===== src/rtl/lfr_pkg.sv =====
// Shared constants and types for the LRU frame replacer.
package lfr_pkg;

  localparam int NUM_FRAMES = 64;
  localparam int IDX_W      = $clog2(NUM_FRAMES);
  localparam int CNT_W      = 7;
  localparam int FRAME_W    = 6;
  localparam int ACT_W      = 2;

  typedef logic [ACT_W-1:0] action_t;

  localparam action_t ACT_VICTIM = 2'd0;
  localparam action_t ACT_PIN    = 2'd1;
  localparam action_t ACT_UNPIN  = 2'd2;

  typedef enum logic [3:0] {
    S_IDLE  = 4'b0001,
    S_VREAD = 4'b0010,
    S_SCAN  = 4'b0100,
    S_DONE  = 4'b1000
  } state_t;

endpackage


===== src/rtl/lfr_ram.sv =====
// Generic simple dual-port RAM with registered read.
module lfr_ram #(
  parameter int WIDTH = 8,
  parameter int DEPTH = 64
) (
  input  logic                     clk,
  input  logic                     we,
  input  logic [$clog2(DEPTH)-1:0] waddr,
  input  logic [WIDTH-1:0]         wdata,
  input  logic [$clog2(DEPTH)-1:0] raddr,
  output logic [WIDTH-1:0]         rdata
);

  logic [WIDTH-1:0] mem [DEPTH];
  logic [WIDTH-1:0] rdata_r;

  always_ff @(posedge clk) begin
    if (we) begin
      mem[waddr] <= wdata;
    end
    rdata_r <= mem[raddr];
  end

  assign rdata = rdata_r;

endmodule


===== src/rtl/lru_frame_replacer_top.sv =====
// Top level of the LRU frame replacer: control, membership flags and recency RAM.
// Sequence: unpin, ignored pin, victim on an empty set and no-op go straight to S_DONE;
//   victim reads the head in S_VREAD first, pin of a tracked frame walks the ring in S_SCAN.
// Flow: one word in flight; the next word is taken only once S_DONE has posted the last
//   result and the block is back in S_IDLE. A result still waiting in the output register
//   does not hold off the next word.
// Reset (rst_n, synchronous): clears membership flags, count, head and capacity (64);
//   recency RAM contents stay undefined, only entries below the count are ever used.
module lru_frame_replacer_top
  import lfr_pkg::*;
(
  input  logic               clk,
  input  logic               rst_n,
  input  logic               cfg_wr_en,
  input  logic [CNT_W-1:0]   cfg_wr_data,
  input  logic               in_valid,
  output logic               in_ready,
  input  logic [ACT_W-1:0]   in_action,
  input  logic [FRAME_W-1:0] in_frame_id,
  output logic               out_valid,
  input  logic               out_ready,
  output logic               out_victim_found,
  output logic [FRAME_W-1:0] out_victim_frame,
  output logic [CNT_W-1:0]   out_tracked_count
);

  // Control state
  state_t                state_r, state_nxt;
  logic [IDX_W-1:0]      head_r, head_nxt;       // ring position of least recent frame
  logic [CNT_W-1:0]      count_r, count_nxt;
  logic [NUM_FRAMES-1:0] present_r, present_nxt;
  logic [CNT_W-1:0]      cap_r, cap_nxt;
  logic [CNT_W-1:0]      k_r, k_nxt;             // next ring offset to read in a pin scan
  logic                  rvalid_r, rvalid_nxt;   // RAM data for offset rpos_r arrives now
  logic [CNT_W-1:0]      rpos_r, rpos_nxt;
  logic                  found_r, found_nxt;
  logic                  out_valid_r, out_valid_nxt;

  // Payload registers
  logic [FRAME_W-1:0]    frame_r, frame_nxt;
  logic                  res_found_r, res_found_nxt;
  logic [FRAME_W-1:0]    res_frame_r, res_frame_nxt;
  logic                  o_found_r, o_found_nxt;
  logic [FRAME_W-1:0]    o_frame_r, o_frame_nxt;
  logic [CNT_W-1:0]      o_count_r, o_count_nxt;

  // RAM port
  logic                  ram_we;
  logic [IDX_W-1:0]      ram_waddr;
  logic [IDX_W-1:0]      ram_wdata;
  logic [IDX_W-1:0]      ram_raddr;
  logic [IDX_W-1:0]      ram_rdata;

  logic                  frame_ok;
  logic [IDX_W-1:0]      in_idx;

  assign in_ready = (state_r == S_IDLE);
  assign in_idx   = in_frame_id[IDX_W-1:0];
  assign frame_ok = (int'(in_frame_id) < NUM_FRAMES);

  lfr_ram #(
    .WIDTH (IDX_W),
    .DEPTH (NUM_FRAMES)
  ) u_recency_ram (
    .clk   (clk),
    .we    (ram_we),
    .waddr (ram_waddr),
    .wdata (ram_wdata),
    .raddr (ram_raddr),
    .rdata (ram_rdata)
  );

  always_comb begin
    state_nxt     = state_r;
    head_nxt      = head_r;
    count_nxt     = count_r;
    present_nxt   = present_r;
    cap_nxt       = cap_r;
    k_nxt         = k_r;
    rvalid_nxt    = 1'b0;
    rpos_nxt      = rpos_r;
    found_nxt     = found_r;
    out_valid_nxt = out_valid_r;
    frame_nxt     = frame_r;
    res_found_nxt = res_found_r;
    res_frame_nxt = res_frame_r;
    o_found_nxt   = o_found_r;
    o_frame_nxt   = o_frame_r;
    o_count_nxt   = o_count_r;
    ram_we        = 1'b0;
    ram_waddr     = '0;
    ram_wdata     = '0;
    ram_raddr     = head_r;

    // The user must let configuration land only while idle; the block does not enforce it and takes it as it comes.
    if (cfg_wr_en) begin
      cap_nxt = cfg_wr_data;
    end

    // Drop the output word once it is taken.
    if (out_valid_r && out_ready) begin
      out_valid_nxt = 1'b0;
    end

    unique case (state_r)
      S_IDLE: begin
        if (in_valid) begin
          frame_nxt     = in_frame_id;
          res_found_nxt = 1'b0;
          res_frame_nxt = '0;
          priority if (in_action == ACT_VICTIM && count_r != '0) begin
            // Fetch the oldest entry at the head of the ring.
            ram_raddr = head_r;
            state_nxt = S_VREAD;
          end else if (in_action == ACT_PIN && frame_ok && present_r[in_idx]) begin
            present_nxt[in_idx] = 1'b0;
            k_nxt               = '0;
            found_nxt           = 1'b0;
            state_nxt           = S_SCAN;
          end else if (in_action == ACT_UNPIN && frame_ok && !present_r[in_idx] &&
                       count_r < cap_r && int'(count_r) < NUM_FRAMES) begin
            // Append as most recent at the tail of the ring.
            ram_we              = 1'b1;
            ram_waddr           = head_r + count_r[IDX_W-1:0];
            ram_wdata           = in_idx;
            count_nxt           = count_r + CNT_W'(1);
            present_nxt[in_idx] = 1'b1;
            state_nxt           = S_DONE;
          end else begin
            state_nxt = S_DONE;
          end
        end
      end

      S_VREAD: begin
        res_found_nxt          = 1'b1;
        res_frame_nxt          = FRAME_W'(ram_rdata);
        present_nxt[ram_rdata] = 1'b0;
        head_nxt               = head_r + IDX_W'(1);
        count_nxt              = count_r - CNT_W'(1);
        state_nxt              = S_DONE;
      end

      S_SCAN: begin
        // Walk the ring: read one offset a cycle, and once the pinned frame is
        // behind us, move each later entry down one slot.
        ram_raddr = head_r + k_r[IDX_W-1:0];
        if (k_r < count_r) begin
          rvalid_nxt = 1'b1;
          rpos_nxt   = k_r;
          k_nxt      = k_r + CNT_W'(1);
        end
        if (rvalid_r) begin
          if (found_r) begin
            ram_we    = 1'b1;
            ram_waddr = head_r + rpos_r[IDX_W-1:0] - IDX_W'(1);
            ram_wdata = ram_rdata;
          end else if (ram_rdata == frame_r[IDX_W-1:0]) begin
            found_nxt = 1'b1;
          end
          if (rpos_r == count_r - CNT_W'(1)) begin
            count_nxt  = count_r - CNT_W'(1);
            rvalid_nxt = 1'b0;
            state_nxt  = S_DONE;
          end
        end
      end

      S_DONE: begin
        // Hold until the output register is free, then post the word.
        if (!out_valid_r || out_ready) begin
          out_valid_nxt = 1'b1;
          o_found_nxt   = res_found_r;
          o_frame_nxt   = res_frame_r;
          o_count_nxt   = count_r;
          state_nxt     = S_IDLE;
        end
      end

      default: begin
        state_nxt = S_IDLE;
      end
    endcase
  end

  always_ff @(posedge clk) begin
    if (!rst_n) begin
      state_r     <= S_IDLE;
      head_r      <= '0;
      count_r     <= '0;
      present_r   <= '0;
      cap_r       <= CNT_W'(64);
      k_r         <= '0;
      rvalid_r    <= 1'b0;
      rpos_r      <= '0;
      found_r     <= 1'b0;
      out_valid_r <= 1'b0;
    end else begin
      state_r     <= state_nxt;
      head_r      <= head_nxt;
      count_r     <= count_nxt;
      present_r   <= present_nxt;
      cap_r       <= cap_nxt;
      k_r         <= k_nxt;
      rvalid_r    <= rvalid_nxt;
      rpos_r      <= rpos_nxt;
      found_r     <= found_nxt;
      out_valid_r <= out_valid_nxt;
    end
  end

  always_ff @(posedge clk) begin
    frame_r     <= frame_nxt;
    res_found_r <= res_found_nxt;
    res_frame_r <= res_frame_nxt;
    o_found_r   <= o_found_nxt;
    o_frame_r   <= o_frame_nxt;
    o_count_r   <= o_count_nxt;
  end

  assign out_valid         = out_valid_r;
  assign out_victim_found  = o_found_r;
  assign out_victim_frame  = o_frame_r;
  assign out_tracked_count = o_count_r;

  // Membership flags and list length agree whenever no operation is in flight.
  a_count_matches_flags: assert property (@(posedge clk) disable iff (!rst_n)
    (state_r == S_IDLE) |-> ($countones(present_r) == int'(count_r)))
    else $error("tracked count disagrees with membership flags");

  // The count never exceeds the number of frames.
  a_count_bounded: assert property (@(posedge clk) disable iff (!rst_n)
    int'(count_r) <= NUM_FRAMES)
    else $error("tracked count out of range");

  // A scan only sees data for offsets inside the list.
  a_scan_in_range: assert property (@(posedge clk) disable iff (!rst_n)
    (state_r == S_SCAN && rvalid_r) |-> (rpos_r < count_r))
    else $error("pin scan read beyond the list");

  // An accepted unpin that is taken grows the count by one.
  a_unpin_grows: assert property (@(posedge clk) disable iff (!rst_n)
    (in_valid && in_ready && in_action == ACT_UNPIN && frame_ok &&
     !present_r[in_idx] && count_r < cap_r && int'(count_r) < NUM_FRAMES)
    |=> (count_r == $past(count_r) + CNT_W'(1)))
    else $error("unpin did not append");

endmodule


===== config.mk =====
export PLATFORM = sky130hd
export DESIGN_NAME = lru_frame_replacer_top
export DESIGN_NICKNAME = d
export VERILOG_FILES = /design/src/rtl/lfr_pkg.sv /design/src/rtl/lfr_ram.sv /design/src/rtl/lru_frame_replacer_top.sv
export SDC_FILE = /design/constraint.sdc
export NUM_CORES = 1
export LEC_CHECK = 0
export BUFFER_PORTS_ARGS = -buffer_cell sky130_fd_sc_hd__buf_2
export CAP_MARGIN = 30
export CORE_ASPECT_RATIO = 1.5
export CORE_MARGIN = 5
export CORE_UTILIZATION = 50
export DETAILED_ROUTE_END_ITERATION = 8
export GPL_ROUTABILITY_DRIVEN = 0
export PLACE_DENSITY = 0.64
export SYNTH_ARGS = -nofsm -noshare
export SYNTH_HDL_FRONTEND = slang
export SYNTH_HIERARCHICAL = 1
export SYNTH_SLANG_ARGS = --single-unit

===== constraint.sdc =====
create_clock -name clk -period 5 [get_ports clk]
set_input_delay 1 -clock clk [delete_from_list [all_inputs] [get_ports clk]]
set_output_delay 1 -clock clk [all_outputs]
set_load 0.02 [all_outputs]

Yosys cells after proc, flatten, opt, wreduce, memory -nomap -nowiden --
Memories as Yosys holds them, arrays and structs flattened. A register that Yosys moved wholly into a read port is not among the register bits. Index checks and enable logic that the tools add are counted.
Cells by class: $mul 0, reduce and logical (&&, ||, !) cells 26, $add $sub $neg 8, equal/unequal tests 18, bitwise operators 5, divide/modulo/power cells 0, shifts and indexed selects 0, $lt $le $gt $ge 7, mux-type cells 71
Operators with widths (count):
- $mux W64 | 4
- $and A64 B64 Y64 | 2
- $not A64 Y64 | 2
- $pmux W64 S2 | 1
- $mux W6 | 14
- $mux W7 | 10
- $or A64 B64 Y64 | 1
- $pmux W6 S2 | 3
- $mux W1 | 24
- $mux W4 | 6
- $pmux W7 S3 | 1
- $add A6 B6 Y6 | 3
- $pmux W4 S4 | 1
- $add A7 B1 Y7 const B | 2
- $lt A6 B7 Y1 const B | 2
- $lt A7 B7 Y1 | 2
- $ne A2 B2 Y1 const B | 7
- $pmux W7 S2 | 1
- $demux W1 S6 | 2
- $ge A6 B1 Y1 const B | 2
- $reduce_and A2 Y1 | 5
- $reduce_and A5 Y1 | 2
- $logic_and A1 B1 Y1 | 8
- $reduce_and A4 Y1 | 2
- other kinds (23) | 28
Word-level totals: bits in read-only memories 0, output and inout port bits 16, memories kept 1, bits in registers 132, bits in latches 0, RAM bits 384
Memory list:
- u_recency_ram.mem | depth 64, bits a word 6, rd ports 1, clocked after memory_dff 1, wr ports 1, line lfr_ram.sv:14 | logic [WIDTH-1:0] mem [DEPTH];

Longest topological paths before layout --
depth in word-level cells 13, gate-level depth with buffers 15, mapped depth without buffers 14

Cells and area by module --
Netlist, hierarchy kept.
Modules (own cells, without submodules):
- lfr_ram | cells an instance 727, area each 15177.1 um2, instances 1, sequential area each 11651.2 um2
- lru_frame_replacer_top | cells an instance 906, area each 8066.5 um2, instances 1, sequential area each 2912.8 um2

Worst setup path before layout --
Ideal clock, no wire load.
path type input -> register, start point in in_frame_id[0], end point mem u_recency_ram/mem[11][0] (netlist bit) (enable), buffers on the path 2, stages 12, slack 0.797 ns, data required time 4.650 ns, arrival time 3.854 ns, cell sequence buf_6 > mux4_2 > a32o_1 > a211oi_2 > nand3_1 > nor2_1 > nand2_1 > o21ai_0 > clkbuf_1 > nor2b_1 > nand3_1 > nor2_1
On the way: elaborated cells between the ends (all ways) 19, those cells by class mux: 14; reduce/logical: 5
RTL lines:
- start, declared | line lru_frame_replacer_top.sv:19 | input logic [FRAME_W-1:0] in_frame_id,
- $bmux W1 S6 (*) | line lru_frame_replacer_top.sv:115, lru_frame_replacer_top.sv:120
- $mux W1 (implied by the code) (*) | line lru_frame_replacer_top.sv:115, lru_frame_replacer_top.sv:120
- $logic_not A1 Y1 | line lru_frame_replacer_top.sv:120 | end else if (in_action == ACT_UNPIN && frame_ok && !present_r[in_idx] &&
- $logic_and A1 B1 Y1 (2 in series) | line lru_frame_replacer_top.sv:120
- $logic_and A1 B1 Y1 | line lru_frame_replacer_top.sv:121 | count_r < cap_r && int'(count_r) < NUM_FRAMES) begin
- $mux W6 | line lru_frame_replacer_top.sv:120
- $mux W6 (*) | line lru_frame_replacer_top.sv:115 | end else if (in_action == ACT_PIN && frame_ok && present_r[in_idx]) begin
- $mux W6 (*) | line lru_frame_replacer_top.sv:111 | priority if (in_action == ACT_VICTIM && count_r != '0) begin
- $mux W6 (*) | line lru_frame_replacer_top.sv:107 | if (in_valid) begin
- $pmux W6 S2 (*) | line lru_frame_replacer_top.sv:105 | unique case (state_r)
- named net ram_waddr[0] | line lru_frame_replacer_top.sv:49 | logic [IDX_W-1:0] ram_waddr;
- end, declared | line lfr_ram.sv:14
Mark *: on every way through the listed nets, which the timed path passes. The rest lies on a longest branch. The select of a mux whose other input is x is not followed.

Worst setup path in the final report --
start point in in_frame_id[0], end point mem u_recency_ram/mem[27][0] (netlist bit) (enable)
Same word-level chain as after synthesis.

==> out/metrics.cfg <==
[timing]
fin_skew_ns = 0.0329
tns_ns = 0
drv_slew = 0
finalSetupViolCount = 0
hold_violations = 0
fin_crit_ns = 4.41
worst_slew_pin_slew_ns = 0.801
rsz0062_at_grt = no
timing.slew.headroom_pct = 46.2
timing.hold.ws_ns = 0.408
fin_crit_sh_pct = 88.2
fmax_mhz = 227

[power]
vdd_drop_max_v = 0.000390
leakage_nw = 9.12
clkPwrFrac_pct = 44.3
p_int_mw = 7.27
powerDensity_nw_per_um2 = 351
switching_share_pct = 21.9
seq_power_share_pct = 50.9
switchingPower_mw = 2.04
comb_power_share_pct = 4.8

[grt]
grt.overflow.total = 0
grtUsageMet2_pct = 42.0
grt.met3_usage_pct = 3.50
grt_pass1_wl_mm = 90.1
busiest_layer = met2
track_usage_pct = 23.3
grt_pass1_vias = 14900
antenna_found_initial = 0
grt_max_degree = 76
grtUsageMet1_pct = 27.7

[detailed_routing]
dr.pass1.iters = 5
dr.first_iter.drc_count = 1489
vias = 14600
detail-route-antenna-nets = 0
drt_drc_violations_left = 0
viasPerCell = 6.23
wire_per_inst_um = 25.1
wl_mm = 58.8

[clock_network]
cts_setup_buffers = 0
path_clk_slew_ns = 0.06
clock_sinks = 522
clockRootBuffer = clkbuf_16
htreeDepth = 2
hold_buffers = 0
numCtsBuffers = 49
cts_tree = yes
cts_buffer_depth = 3
clk_latency_ns = 0.62
cts-resized-gates = 0

[yosys]
synth_top_family_by_area = multiplexers
syn-num-nets = 1691
synth-warning-count = 6
synth.distinct_cells = 65
synth_top_area_share_pct = 53.1
synth_edf_count = 411
synth_compound_area_share_pct = 9.83
synth-seq-cells = 522
synthMuxAreaShare_pct = 12.7
synth_cells = 1633
ys_async_sr_fraction_pct = 0
avgSynthCellArea_sq_um = 14.2
syn_area_sq_um = 23200
ys_seq_area_share_pct = 62.7
yosys.area_share.adder_pct = 2.14
synthXorXnorAreaFrac_pct = 1.58
synth_simple_gate_area_share_pct = 8.22
yosys.area.top_type = edfxtp_1
synthTopCellsByArea = edfxtp_1, mux4_2, dfxtp_1
ys.flop_type = edfxtp_1

[floorplan]
die_h_um = 274
dieArea_sq_um = 51000
coreArea_sq_um = 45900
io_pins = 36
rows = 96
die_w_um = 186
start_util_pct = 50.7

[min_path]
min_from = res_frame_r[0]
hold_depth = 0
hold_end = out_victim_frame[0]
hp-class = register to register

[place]
hpwl_mm = 39.1
portBuffers = 35

[critical_path]
path_class = input port to register
cp_max_fo = 18
cpMaxStageDelayCell = mux4_2
reg2reg_from = head_r[1]
worst-path-stages = 9
crit_chain = buf_2, mux4_2, mux2_2, a311oi_2, nand4_1, o22ai_1, buf_4, nand3b_1, nor2_1
critical-path-top-delay-family = simple AND/OR/NAND/NOR gates
crit_buf_inv = 2
crit_path_max_incr_delay_ns = 0.58
worst_ep_required_time_ns = 5.26
ff2ff_path_depth = 14
worstPathArrival_ns = 4.67
r2r-end = u_recency_ram/mem[1][4]
worst-r2r-setup-slack_ns = 1.08
start_kind = input port
crit_path_end_kind = register

[layout]
seqCellArea_sq_um = 14600
fin_nets = 1772
n_antenna_cell = 0
layout-drive-gt1-share_pct = 21.0
fillers = 3611
layout-area-overhead-vs-synth_pct = 14.1
multi_input_area_sq_um = 8080

[run]
cap_viol_max_count = 0

[status]
status = finished clean

-- through the flow --
stage / util [%] / instance area, sq um / total power, mW / std cells / setup WS, ns
global route: 57.8 / 26500 / 9.61 / 2343 / 0.405
finish: 57.8 / 26500 / 9.32 / 2343 / 0.589
detailed placement: 53.8 / 24700 / 5.27 / 2250 / -0.0408
global placement: 53.7 / 24700 / 5.27 / 2248 / 0.104
CTS: 57.7 / 26500 / 9.39 / 2342 / 0.628
floorplan: - / 23200 / 5.12 / 1633 / 0.797
-- worst register-to-register path, cell delays in order (launching register included) --
cell and delay (ns):
dfxtp_1 0.48, inv_1 0.19, ha_1 0.33, inv_1 0.05
ha_1 0.16, inv_1 0.06, fa_1 0.44, inv_1 0.07
a21o_1 0.11, a21oi_1 0.07, xnor2_1 0.22, o22ai_1 0.12
buf_4 0.18, or3_1 0.47, nor2_1 0.59
-- cells in the final DEF, fill, tap and decap left out, types with 8 or more instances in the layout --
cell / instances
edfxtp_1: 411
o21ai_0: 126
mux4_2: 113
dfxtp_1: 111
nor2_1: 110
buf_4: 96
nand3_1: 94
o211a_1: 64
nand2_1: 63
clkbuf_16: 50
inv_1: 42
ha_1: 35
buf_2: 35
mux2i_1: 31
a21oi_1: 29
xnor2_1: 23
xor2_1: 19
nor2b_1: 18
nor3_1: 18
o41ai_1: 17
and2_1: 15
nand4_1: 15
nand3b_1: 14
o22ai_1: 14
clkinv_1: 12
nand2b_1: 12
a21o_1: 11
bufinv_16: 11
buf_12: 11
o221ai_1: 10
a211oi_1: 8
-- final cells by class --
type | instances | share of cell area (%)
Sequential cell | 522 | 54.9
Multi-Input combinational cell | 951 | 30.5
Clock buffer | 53 | 4.80
Timing Repair Buffer | 143 | 4.31
Tap cell | 588 | 2.78
Clock inverter | 39 | 2.03
Inverter | 47 | 0.665
-- how the worst max path moves through the flow --
stage / to / slack (ns) / startpoint
floorplan: u_recency_ram/mem[11][0] / 0.80 / in_frame_id[0]
global placement: u_recency_ram/mem[0][0] / 0.10 / in_frame_id[0]
detailed placement: u_recency_ram/mem[0][0] / -0.04 / in_frame_id[0]
CTS: u_recency_ram/mem[0][2] / 0.63 / in_frame_id[0]
global route: u_recency_ram/mem[27][3] / 0.40 / in_frame_id[0]
finish: u_recency_ram/mem[27][0] / 0.59 / in_frame_id[0]
-- layer usage --
layer / part of all wire, % / up-vias
met5: 0 / -
met4: 4.5 / 0
met3: 5.6 / 157
met2: 53 / 600
met1: 37 / 7311
li1: - / 6527
-- synthesized netlist by cell type, drive strengths merged, types with 17 or more instances --
library cell,n
edfxtp,411
o21ai,133
mux4,114
dfxtp,111
nor2,110
nand3,94
clkbuf,72
o211a,64
nand2,63
inv,44
buf,41
ha,35
a21oi,31
mux2i,31
xnor2,23
xor2,19
nor2b,18
nor3,18
o41ai,17
-- cells by family after synthesis --
logic type / count (synthesis)
xor+xnor: 42
simple gates: 390
fa+ha+maj: 38
mux: 152
compound gates: 329
buf+inv: 160
flops: 522
-- power by group through the flow --
stage	logic, mW	clock network [mW]	registers, mW
floorplan	0.299	0	4.82
global route	0.484	4.39	4.74
detailed placement	0.443	0	4.83
finish	0.449	4.13	4.74
CTS	0.444	4.21	4.74
global placement	0.436	0	4.83
(Power assumes the default switching activity.)
